File: src/hdl/pfr_pkg.sv
// Shared types and constants for the additive-checksum packet framer.
package pfr_pkg;

    localparam int DATA_W = 8;
    localparam int LEN_W  = 16;
    localparam int NUM_SLOTS = 6;

    localparam logic [LEN_W-1:0] MARKER_RESET = 16'hBEEF;

    typedef logic [NUM_SLOTS-1:0] slot_mask_t;

    // One bit per frame byte an item can produce, in emission order.
    localparam slot_mask_t SLOT_MARK_HI = 6'b000001;
    localparam slot_mask_t SLOT_MARK_LO = 6'b000010;
    localparam slot_mask_t SLOT_LEN_HI  = 6'b000100;
    localparam slot_mask_t SLOT_LEN_LO  = 6'b001000;
    localparam slot_mask_t SLOT_PAYLOAD = 6'b010000;
    localparam slot_mask_t SLOT_CSUM    = 6'b100000;

    typedef struct packed {
        logic [DATA_W-1:0] payload_byte;
        logic [LEN_W-1:0]  packet_length;
    } item_t;

    typedef struct packed {
        logic       fire;
        slot_mask_t grant;
    } emit_t;

endpackage

File: src/hdl/pfr_item_reg.sv
// Input register: holds one item and the mask of frame bytes it still owes.
module pfr_item_reg (
    input  logic              aclk,
    input  logic              aresetn,
    input  logic              s_tvalid,
    output logic              s_tready,
    input  logic [23:0]       s_tdata,   // payload_byte[7:0], packet_length[23:8]
    input  logic              s_tlast,
    input  logic [1:0]        s_tuser,   // starts_packet[0], carries_byte[1]
    input  pfr_pkg::emit_t    emit,
    output pfr_pkg::item_t    item,
    output pfr_pkg::slot_mask_t pend
);
    import pfr_pkg::*;

    slot_mask_t pend_reg, pend_next, pend_left, new_mask;
    logic       inside_reg, inside_next;
    item_t      item_reg;
    logic       accept, start, live;

    assign start = s_tuser[0];
    assign live  = start | inside_reg;

    assign pend_left = pend_reg & ~(emit.fire ? emit.grant : '0);
    assign s_tready  = (pend_left == '0);
    assign accept    = s_tvalid && s_tready;

    // An item outside a frame that does not open one produces nothing.
    assign new_mask = {s_tlast & live, s_tuser[1] & live, {4{start}}};

    always_comb begin
        pend_next   = pend_left;
        inside_next = inside_reg;
        if (accept) begin
            pend_next   = new_mask;
            inside_next = live & ~s_tlast;
        end
    end

    always_ff @(posedge aclk) begin
        if (!aresetn) begin
            pend_reg   <= '0;
            inside_reg <= 1'b0;
        end else begin
            pend_reg   <= pend_next;
            inside_reg <= inside_next;
        end
    end

    always_ff @(posedge aclk) begin
        if (accept) begin
            item_reg.payload_byte  <= s_tdata[DATA_W-1:0];
            item_reg.packet_length <= s_tdata[DATA_W+LEN_W-1:DATA_W];
        end
    end

    assign item = item_reg;
    assign pend = pend_reg;

    // A new transaction never lands on bytes that are still owed.
    a_no_overwrite: assert property (@(posedge aclk) disable iff (!aresetn)
        accept |-> (pend_reg == '0) || (emit.fire && pend_reg == emit.grant))
        else $error("item accepted over pending bytes");

    a_reset_empty: assert property (@(posedge aclk)
        $past(!aresetn) |-> (pend_reg == '0 && !inside_reg))
        else $error("state not cleared by reset");

endmodule

File: src/hdl/pfr_byte_gen.sv
// Byte generator: picks the next owed frame byte, keeps the sum, drives the output register.
module pfr_byte_gen (
    input  logic                aclk,
    input  logic                aresetn,
    input  logic                cfg_we,
    input  logic [15:0]         cfg_wdata,
    input  pfr_pkg::item_t      item,
    input  pfr_pkg::slot_mask_t pend,
    output pfr_pkg::emit_t      emit,
    output logic                m_tvalid,
    input  logic                m_tready,
    output logic [7:0]          m_tdata,   // out_byte[7:0]
    output logic                m_tlast    // frame_end
);
    import pfr_pkg::*;

    logic [LEN_W-1:0]  marker_reg;
    logic [DATA_W-1:0] sum_reg, sum_next;
    logic [DATA_W-1:0] byte_sel;
    logic [DATA_W-1:0] data_reg;
    logic              last_reg, valid_reg, valid_next;
    logic              out_free;
    slot_mask_t        grant;

    assign out_free = !valid_reg || m_tready;
    assign grant    = pend & (~pend + 1'b1);
    assign emit.fire  = (pend != '0) && out_free;
    assign emit.grant = grant;

    always_comb begin
        case (grant)
            SLOT_MARK_HI: byte_sel = marker_reg[LEN_W-1:DATA_W];
            SLOT_MARK_LO: byte_sel = marker_reg[DATA_W-1:0];
            SLOT_LEN_HI:  byte_sel = item.packet_length[LEN_W-1:DATA_W];
            SLOT_LEN_LO:  byte_sel = item.packet_length[DATA_W-1:0];
            SLOT_PAYLOAD: byte_sel = item.payload_byte;
            SLOT_CSUM:    byte_sel = sum_reg;
            default:      byte_sel = '0;
        endcase
    end

    // Restart on the first marker byte, clear after the checksum.
    always_comb begin
        sum_next = sum_reg;
        if (emit.fire) begin
            if (grant == SLOT_MARK_HI) begin
                sum_next = byte_sel;
            end else if (grant == SLOT_CSUM) begin
                sum_next = '0;
            end else begin
                sum_next = sum_reg + byte_sel;
            end
        end
    end

    assign valid_next = emit.fire || (valid_reg && !m_tready);

    always_ff @(posedge aclk) begin
        if (!aresetn) begin
            marker_reg <= MARKER_RESET;
            sum_reg    <= '0;
            valid_reg  <= 1'b0;
        end else begin
            if (cfg_we) begin
                marker_reg <= cfg_wdata;
            end
            sum_reg   <= sum_next;
            valid_reg <= valid_next;
        end
    end

    always_ff @(posedge aclk) begin
        if (emit.fire) begin
            data_reg <= byte_sel;
            last_reg <= (grant == SLOT_CSUM);
        end
    end

    assign m_tvalid = valid_reg;
    assign m_tdata  = data_reg;
    assign m_tlast  = last_reg;

    a_grant_onehot: assert property (@(posedge aclk) disable iff (!aresetn)
        emit.fire |-> ($onehot(grant) && ((grant & pend) == grant)))
        else $error("grant is not a single owed byte");

    a_sum_cleared: assert property (@(posedge aclk) disable iff (!aresetn)
        (emit.fire && grant == SLOT_CSUM) |=> (sum_reg == '0 && m_tlast))
        else $error("sum not cleared after checksum");

    a_hold_on_stall: assert property (@(posedge aclk) disable iff (!aresetn)
        (pend != '0 && valid_reg && !m_tready) |-> !emit.fire)
        else $error("byte issued into a stalled output");

endmodule

File: src/hdl/packet_framer_with_sum_checksum.sv
// Top level of the additive-checksum packet framer.
//
// Input stream (s_*): one transaction per item. tdata carries the payload
// byte and the declared length (read only on the first item), tlast marks
// the last item of a packet, tuser flags the first item and whether the
// item carries a byte. Output stream (m_*): one frame byte per transaction,
// tlast high on the checksum byte. A frame is marker (high byte first),
// length (high byte first), payload, then the modulo-256 sum of all bytes
// before it. cfg_we/cfg_wdata write the marker; write it only while idle.
// The item register holds the mask of frame bytes an item owes (1 to 6, or
// none), issued into the output register; the next item is taken in the
// cycle its last owed byte is issued. While m_tready does not stall, a plain
// payload item sustains one item per cycle. The output register is the limit:
// while m_tready is high, one byte per cycle leaves it.
// Reset clears the open-frame flag, the sum and all valid flags, and sets
// the marker to 0xBEEF. A stall on m_tready holds the output byte and drops
// s_tready once the held item has bytes left to send.
module packet_framer_with_sum_checksum (
    input  logic        aclk,
    input  logic        aresetn,
    input  logic        cfg_we,
    input  logic [15:0] cfg_wdata,
    input  logic        s_tvalid,
    output logic        s_tready,
    input  logic [23:0] s_tdata,   // payload_byte[7:0], packet_length[23:8]
    input  logic        s_tlast,   // ends_packet
    input  logic [1:0]  s_tuser,   // starts_packet[0], carries_byte[1]
    output logic        m_tvalid,
    input  logic        m_tready,
    output logic [7:0]  m_tdata,   // out_byte[7:0]
    output logic        m_tlast    // frame_end
);
    import pfr_pkg::*;

    item_t      item;
    slot_mask_t pend;
    emit_t      emit;

    pfr_item_reg u_item_reg (
        .aclk     (aclk),
        .aresetn  (aresetn),
        .s_tvalid (s_tvalid),
        .s_tready (s_tready),
        .s_tdata  (s_tdata),
        .s_tlast  (s_tlast),
        .s_tuser  (s_tuser),
        .emit     (emit),
        .item     (item),
        .pend     (pend)
    );

    pfr_byte_gen u_byte_gen (
        .aclk      (aclk),
        .aresetn   (aresetn),
        .cfg_we    (cfg_we),
        .cfg_wdata (cfg_wdata),
        .item      (item),
        .pend      (pend),
        .emit      (emit),
        .m_tvalid  (m_tvalid),
        .m_tready  (m_tready),
        .m_tdata   (m_tdata),
        .m_tlast   (m_tlast)
    );

endmodule

File: config.mk
export PLATFORM = sky130hd
export DESIGN_NAME = packet_framer_with_sum_checksum
export DESIGN_NICKNAME = d
export VERILOG_FILES = /design/src/hdl/pfr_pkg.sv /design/src/hdl/pfr_item_reg.sv /design/src/hdl/pfr_byte_gen.sv /design/src/hdl/packet_framer_with_sum_checksum.sv
export SDC_FILE = /design/constraint.sdc
export NUM_CORES = 1
export LEC_CHECK = 0
export BUFFER_PORTS_ARGS = -buffer_cell sky130_fd_sc_hd__buf_2
export CORE_MARGIN = 10
export CORE_UTILIZATION = 55
export CTS_BUF_LIST = sky130_fd_sc_hd__clkbuf_2 sky130_fd_sc_hd__clkbuf_4 sky130_fd_sc_hd__clkbuf_8
export CTS_CLUSTER_SIZE = 8
export DETAILED_ROUTE_END_ITERATION = 16
export GPL_ROUTABILITY_DRIVEN = 0
export PLACE_DENSITY = 0.8
export RECOVER_POWER = 100
export SLEW_MARGIN = 10
export SYNTH_ARGS = -nofsm -noshare
export SYNTH_HDL_FRONTEND = slang
export SYNTH_SLANG_ARGS = --single-unit
File: constraint.sdc
create_clock -name aclk -period 3.45 [get_ports aclk]
set_input_delay 0.69 -clock aclk [delete_from_list [all_inputs] [get_ports aclk]]
set_output_delay 0.69 -clock aclk [all_outputs]
set_load 0.05 [all_outputs]
# Word level (Yosys, flattened, before mapping)
# Cells that the tools add are included.
# word_totals
regBits	65
output_inout_bits	11
# op_classes
n_reduce_logical	9
bitwise	9
muxes	5
addsub	2
n_eq_ne	6
# ops
operator	n
8-bit case mux with 6 select lines	1
8-bit two-way mux	2
6-bit bitwise AND	2
6-bit two-way mux	2
6-bit inverter	2
8-bit adder	1
6-bit by 1-bit adder with 6-bit output, second input constant	1
6-bit by 1-bit == test with 1-bit output, second input constant	1
6-bit by 2-bit == test with 1-bit output, second input constant	1
6-bit by 3-bit == test with 1-bit output, second input constant	1
6-bit by 4-bit == test with 1-bit output, second input constant	1
6-bit by 5-bit == test with 1-bit output, second input constant	1
6-bit == test, second input constant	1
6-bit zero test	1
6-bit nonzero test	1
1-bit bitwise AND	3
1-bit logical AND	3
1-bit zero test	2
1-bit logical OR	2
1-bit inverter	1
1-bit OR	1

# Depth between registers and ports, before layout
# logic_depth
depth_word	9
mapped_depth	14
depth_no_buf	13

# Hierarchy
# From an unflattened synthesis, not the netlist that was laid out.
# hier_totals
cells_unflattened	266
hier_area_um2	3031.7
# modules_own_cells
mod	area_each_um2	cells_per_inst	n_inst	seq_area_each_um2
pfr_byte_gen	1915.6	199	1	770.7
pfr_item_reg	1116.1	67	1	860.8

# Worst setup path before layout
# Ideal clock, no wire load.
# synth_path
kind	register to register
from	register u_item_reg.pend_reg[1], in the netlist u_item_reg.pend[1]
to	register u_byte_gen.sum_reg[6]
stages_incl_launch_ff	15
required_ns	3.320
setup_ns	0.130
synth_period_minus_slack_ns	3.017
t_arrival_ns	2.887
slack_ns	0.433
cell_sequence	dfxtp_1 -> buf_2 -> nor2_1 -> and3_1 -> clkbuf_1 -> a222oi_1 -> nand2_1 -> ha_1 -> fa_1 -> a211oi_1 -> o21bai_1 -> a21oi_1 -> xnor2_1 -> a22oi_1 -> a21oi_1
# synth_between
elab_chain_cells	8
# synth_lines
element	line	source
start, declared	pfr_item_reg.sv:16	slot_mask_t pend_reg, pend_next, pend_left, new_mask;
start signal, assigned	pfr_item_reg.sv:45	pend_reg <= pend_next;
6-bit inverter	pfr_byte_gen.sv:26	assign grant = pend & (~pend + 1'b1);
6-bit by 1-bit adder with 6-bit output	pfr_byte_gen.sv:26	
6-bit bitwise AND *	pfr_byte_gen.sv:26	
6-bit == test (tied with other cells)	pfr_byte_gen.sv:31	case (grant)
8-bit case mux with 6 select lines *	pfr_byte_gen.sv:31	
named net u_byte_gen.byte_sel[0]	pfr_byte_gen.sv:19	logic [DATA_W-1:0] byte_sel;
8-bit adder *	pfr_byte_gen.sv:51	sum_next = sum_reg + byte_sel;
8-bit two-way mux *	pfr_byte_gen.sv:48	end else if (grant == SLOT_CSUM) begin
8-bit two-way mux *	pfr_byte_gen.sv:46	if (grant == SLOT_MARK_HI) begin
end signal, assigned	pfr_byte_gen.sv:67	sum_reg <= sum_next;
end, declared	pfr_byte_gen.sv:18	logic [DATA_W-1:0] sum_reg, sum_next;
# The timed path passes the listed nets; every way through them passes the cells marked *.
# A chain may end at the register's enable or synchronous reset.

# Worst setup path in the final report
# layout_path
from	register u_item_reg.pend_reg[0], in the netlist u_item_reg.pend[0]
to	register u_item_reg.item_reg, in the netlist u_item_reg.item[21] (enable)
# layout_between
elab_chain_cells	8
# layout_lines
element	line	source
6-bit inverter	pfr_byte_gen.sv:26	
6-bit by 1-bit adder with 6-bit output	pfr_byte_gen.sv:26	
6-bit bitwise AND	pfr_byte_gen.sv:26	
6-bit two-way mux	pfr_item_reg.sv:24	assign pend_left = pend_reg & ~(emit.fire ? emit.grant : '0);
6-bit inverter	pfr_item_reg.sv:24	
6-bit bitwise AND *	pfr_item_reg.sv:24	
6-bit zero test *	pfr_item_reg.sv:25	assign s_tready = (pend_left == '0);
1-bit logical AND *	pfr_item_reg.sv:26	assign accept = s_tvalid && s_tready;
named net u_item_reg.accept	pfr_item_reg.sv:19	logic accept, start, live;
end, declared	pfr_item_reg.sv:18	item_t item_reg;
# Marked as above.

==> results.json <==
{
  "fin_crit_ps": 3150,
  "num_rows": 26,
  "antenna_found_initial": 0,
  "vias": 2236,
  "worst_path_max_delay_cell": "nor3b_1",
  "drtPass1Iterations": 5,
  "clock-sinks": 65,
  "clkTransAtPathRegs_ps": 70,
  "grt_setup_unrepaired": "no",
  "grt_max_degree": 27,
  "drt-total-wl_um": 6850,
  "first_global_vias": 2333,
  "netlist_area_mm2": 0.00293,
  "clockBufferDepth": 2,
  "syn_nets": 313,
  "hold_class": "flip-flop to flip-flop",
  "cts_made_buffers": 9,
  "setup_viol": 0,
  "final_common_cell": "buf_2",
  "cellPowerDensity_mw_per_mm2": 653,
  "slew-limit-headroom_pct": 19.1,
  "rr_worst_depth": 6,
  "core-area_mm2": 0.00514,
  "fmax_mhz": 317,
  "synth.avg_cell_area_um2": 11.4,
  "wl_per_cell_um": 17.6,
  "tightest_slew_ps": 1210,
  "worstSkewPairLatency_ps": 340,
  "num_io_pins": 59,
  "syn_inst": 257,
  "instances_no_fill": 390,
  "n_antenna_cell": 0,
  "synth_edf_count": 33,
  "grt_pass1_wl_um": 11400,
  "start_util_pct": 56.9,
  "leakage_nw": 1.43,
  "placed_cell_area_mm2": 0.00328,
  "status": "finished, final reports clean",
  "final_cell_mix": "46 x buf_2, 33 x edfxtp_1, 29 x dfxtp_1",
  "ys_warn_count": 0,
  "htreeDepth": 3,
  "nets": 371,
  "holdBufCountCts": 0,
  "crit_path_start_kind": "flip-flop",
  "max_cap_viol_count": 0,
  "vdd_drop_max_mv": 0.308,
  "die_h_um": 92.9,
  "skew_ps": 5.25,
  "reg2reg_from": "u_item_reg.pend[0]",
  "crit_chain": "buf_4, or2_0, a211oi_1, a21oi_1, nor3b_1, clkbuf_2",
  "die_w_um": 92.9,
  "synth-async-reset-ratio_pct": 0,
  "cts_tree": "yes",
  "hold_viol": 0,
  "overflow": 0,
  "fin_setup_tns_ps": 0,
  "via_per_inst": 5.73,
  "dp.cells": 374,
  "arrival_ps": 3130,
  "critical_path.max_stage_delay_ps": 980,
  "seq_area_frac_synth_pct": 55.8,
  "synth-seq-cells": 65,
  "cts_setup_buffers": 0,
  "drt_iter0_drc": 215,
  "path_max_fanout": 26,
  "r2r-end": "u_item_reg.item[21]",
  "multiInputGateArea_mm2": 0.00118,
  "drc": 0,
  "portBuffers": 58,
  "seq_area_mm2": 0.00164,
  "end_kind": "flip-flop",
  "final_antenna_net_count": 0,
  "largest_reg_flops": 24,
  "regToRegSetupSlack_ps": 300,
  "min_period_over_period_pct": 91.4,
  "yosys_most_used_dff": "edfxtp_1",
  "drive_gt1_share_pct": 22.8,
  "fin_area_mm2": 0.00343,
  "dieArea_mm2": 0.00864,
  "power_mw": 2.24,
  "drv_slew": 0,
  "yosysUniqueCellTypes": 43,
  "track_usage_pct": 16.6,
  "areaGrowthSynthToFinish_pct": 17.1,
  "cp_data_required_time_ps": 3430,
  "nFillCells": 424,
  "crit_start": "u_item_reg.pend[0]",
  "critPathCapture": "u_item_reg.item[21]",
  "criticalPathCategory": "flip-flop to flip-flop",
  "cts.root.buffer_cell": "clkbuf_8",
  "dpl.hpwl_um": 4920
}
[layer usage]
layer / global-route usage, % / share of wire [%] / vias to the layer above
li1: - / - / 1077
met1: 20.6 / 44 / 1035
met2: 25.5 / 45 / 108
met3: 5.00 / 8.5 / 16
met4: 8.61 / 2.6 / 0
met5: 0 / 0 / -
[final cells by class]
class	count	share of cell area, %
clock buffers	13	4.86
clock inverters	3	1.17
inverters	3	0.329
multi-input cells	173	34.4
flip-flops and latches	65	47.7
well taps	70	2.56
repair buffers	63	8.94
[timing repair]
item	in CTS	in global routing
setup endpoints to repair	0	2
resized for setup	0	4
endpoints found under the hold margin	0	0
[critical path, delay by kind of cell, from the launching register on]
| kind | cells | cell delay [ps] |
|---|---|---|
| and+or+nand+nor | 2 | 1270 |
| AOI/OAI and AO/OA | 2 | 310 |
| buffers and inverters | 2 | 830 |
| DFF | 1 | 370 |
[cells by family after synthesis]
family          after synthesis  share of synthesized area, %
flops                        65                          55.8
fa+ha+maj                     8                          3.68
buf+inv                      19                          2.65
mux                          19                          6.54
xor+xnor                      7                          2.09
compound gates               75                          18.2
simple gates                 64                          11.1
[synth_stat cells (2+ instances only)]
cell | n | area share, %
a211oi_1 | 5 | 1.3
a21o_1 | 2 | 0.51
a21oi_1 | 21 | 3.6
a221o_1 | 2 | 0.68
a222oi_1 | 5 | 1.7
a22oi_1 | 15 | 3.8
and2_1 | 3 | 0.64
and3_1 | 2 | 0.43
buf_2 | 5 | 0.85
clkbuf_1 | 11 | 1.4
dfxtp_1 | 32 | 22
edfxtp_1 | 33 | 34
ha_1 | 7 | 3.0
inv_1 | 3 | 0.38
mux2i_1 | 18 | 6.2
nand2_1 | 26 | 3.3
nand2b_1 | 2 | 0.43
nand3_1 | 2 | 0.34
nor2_1 | 18 | 2.3
nor2b_1 | 2 | 0.43
nor3_1 | 2 | 0.34
o2111ai_1 | 2 | 0.60
o21ai_0 | 13 | 2.2
o21bai_1 | 2 | 0.51
xnor2_1 | 4 | 1.2
xor2_1 | 3 | 0.90
[power by group]
group,switching (mW),internal (mW)
registers,0.0663,0.939
logic,0.368,0.199
clock network,0.279,0.387
[worst min path at each step]
stage,end,start,slack (ps),cells after the start
6_report,u_byte_gen.marker_reg[3],u_byte_gen.marker_reg[3],490,2
5_1_grt,u_item_reg.item[11],s_tdata[19],510,1
4_1_cts,u_byte_gen.marker_reg[3],u_byte_gen.marker_reg[3],490,2
3_5_place_dp,u_byte_gen.marker_reg[5],u_byte_gen.marker_reg[5],470,2
3_3_place_gp,u_byte_gen.marker_reg[0],u_byte_gen.marker_reg[0],450,2
2_1_floorplan,u_byte_gen.marker_reg[15],u_byte_gen.marker_reg[15],430,2
[stage by stage]
stage                     util (%)  hold WS (ps)  setup WS (ps)
final                         66.7           487            298
after global routing          66.7           507           27.8
after CTS                     67.7           488           75.1
after detailed placement      63.7           466            166
after global placement        63.7           455            349
after floorplan                  -           433            433
Power figures use the tool's default switching activity.
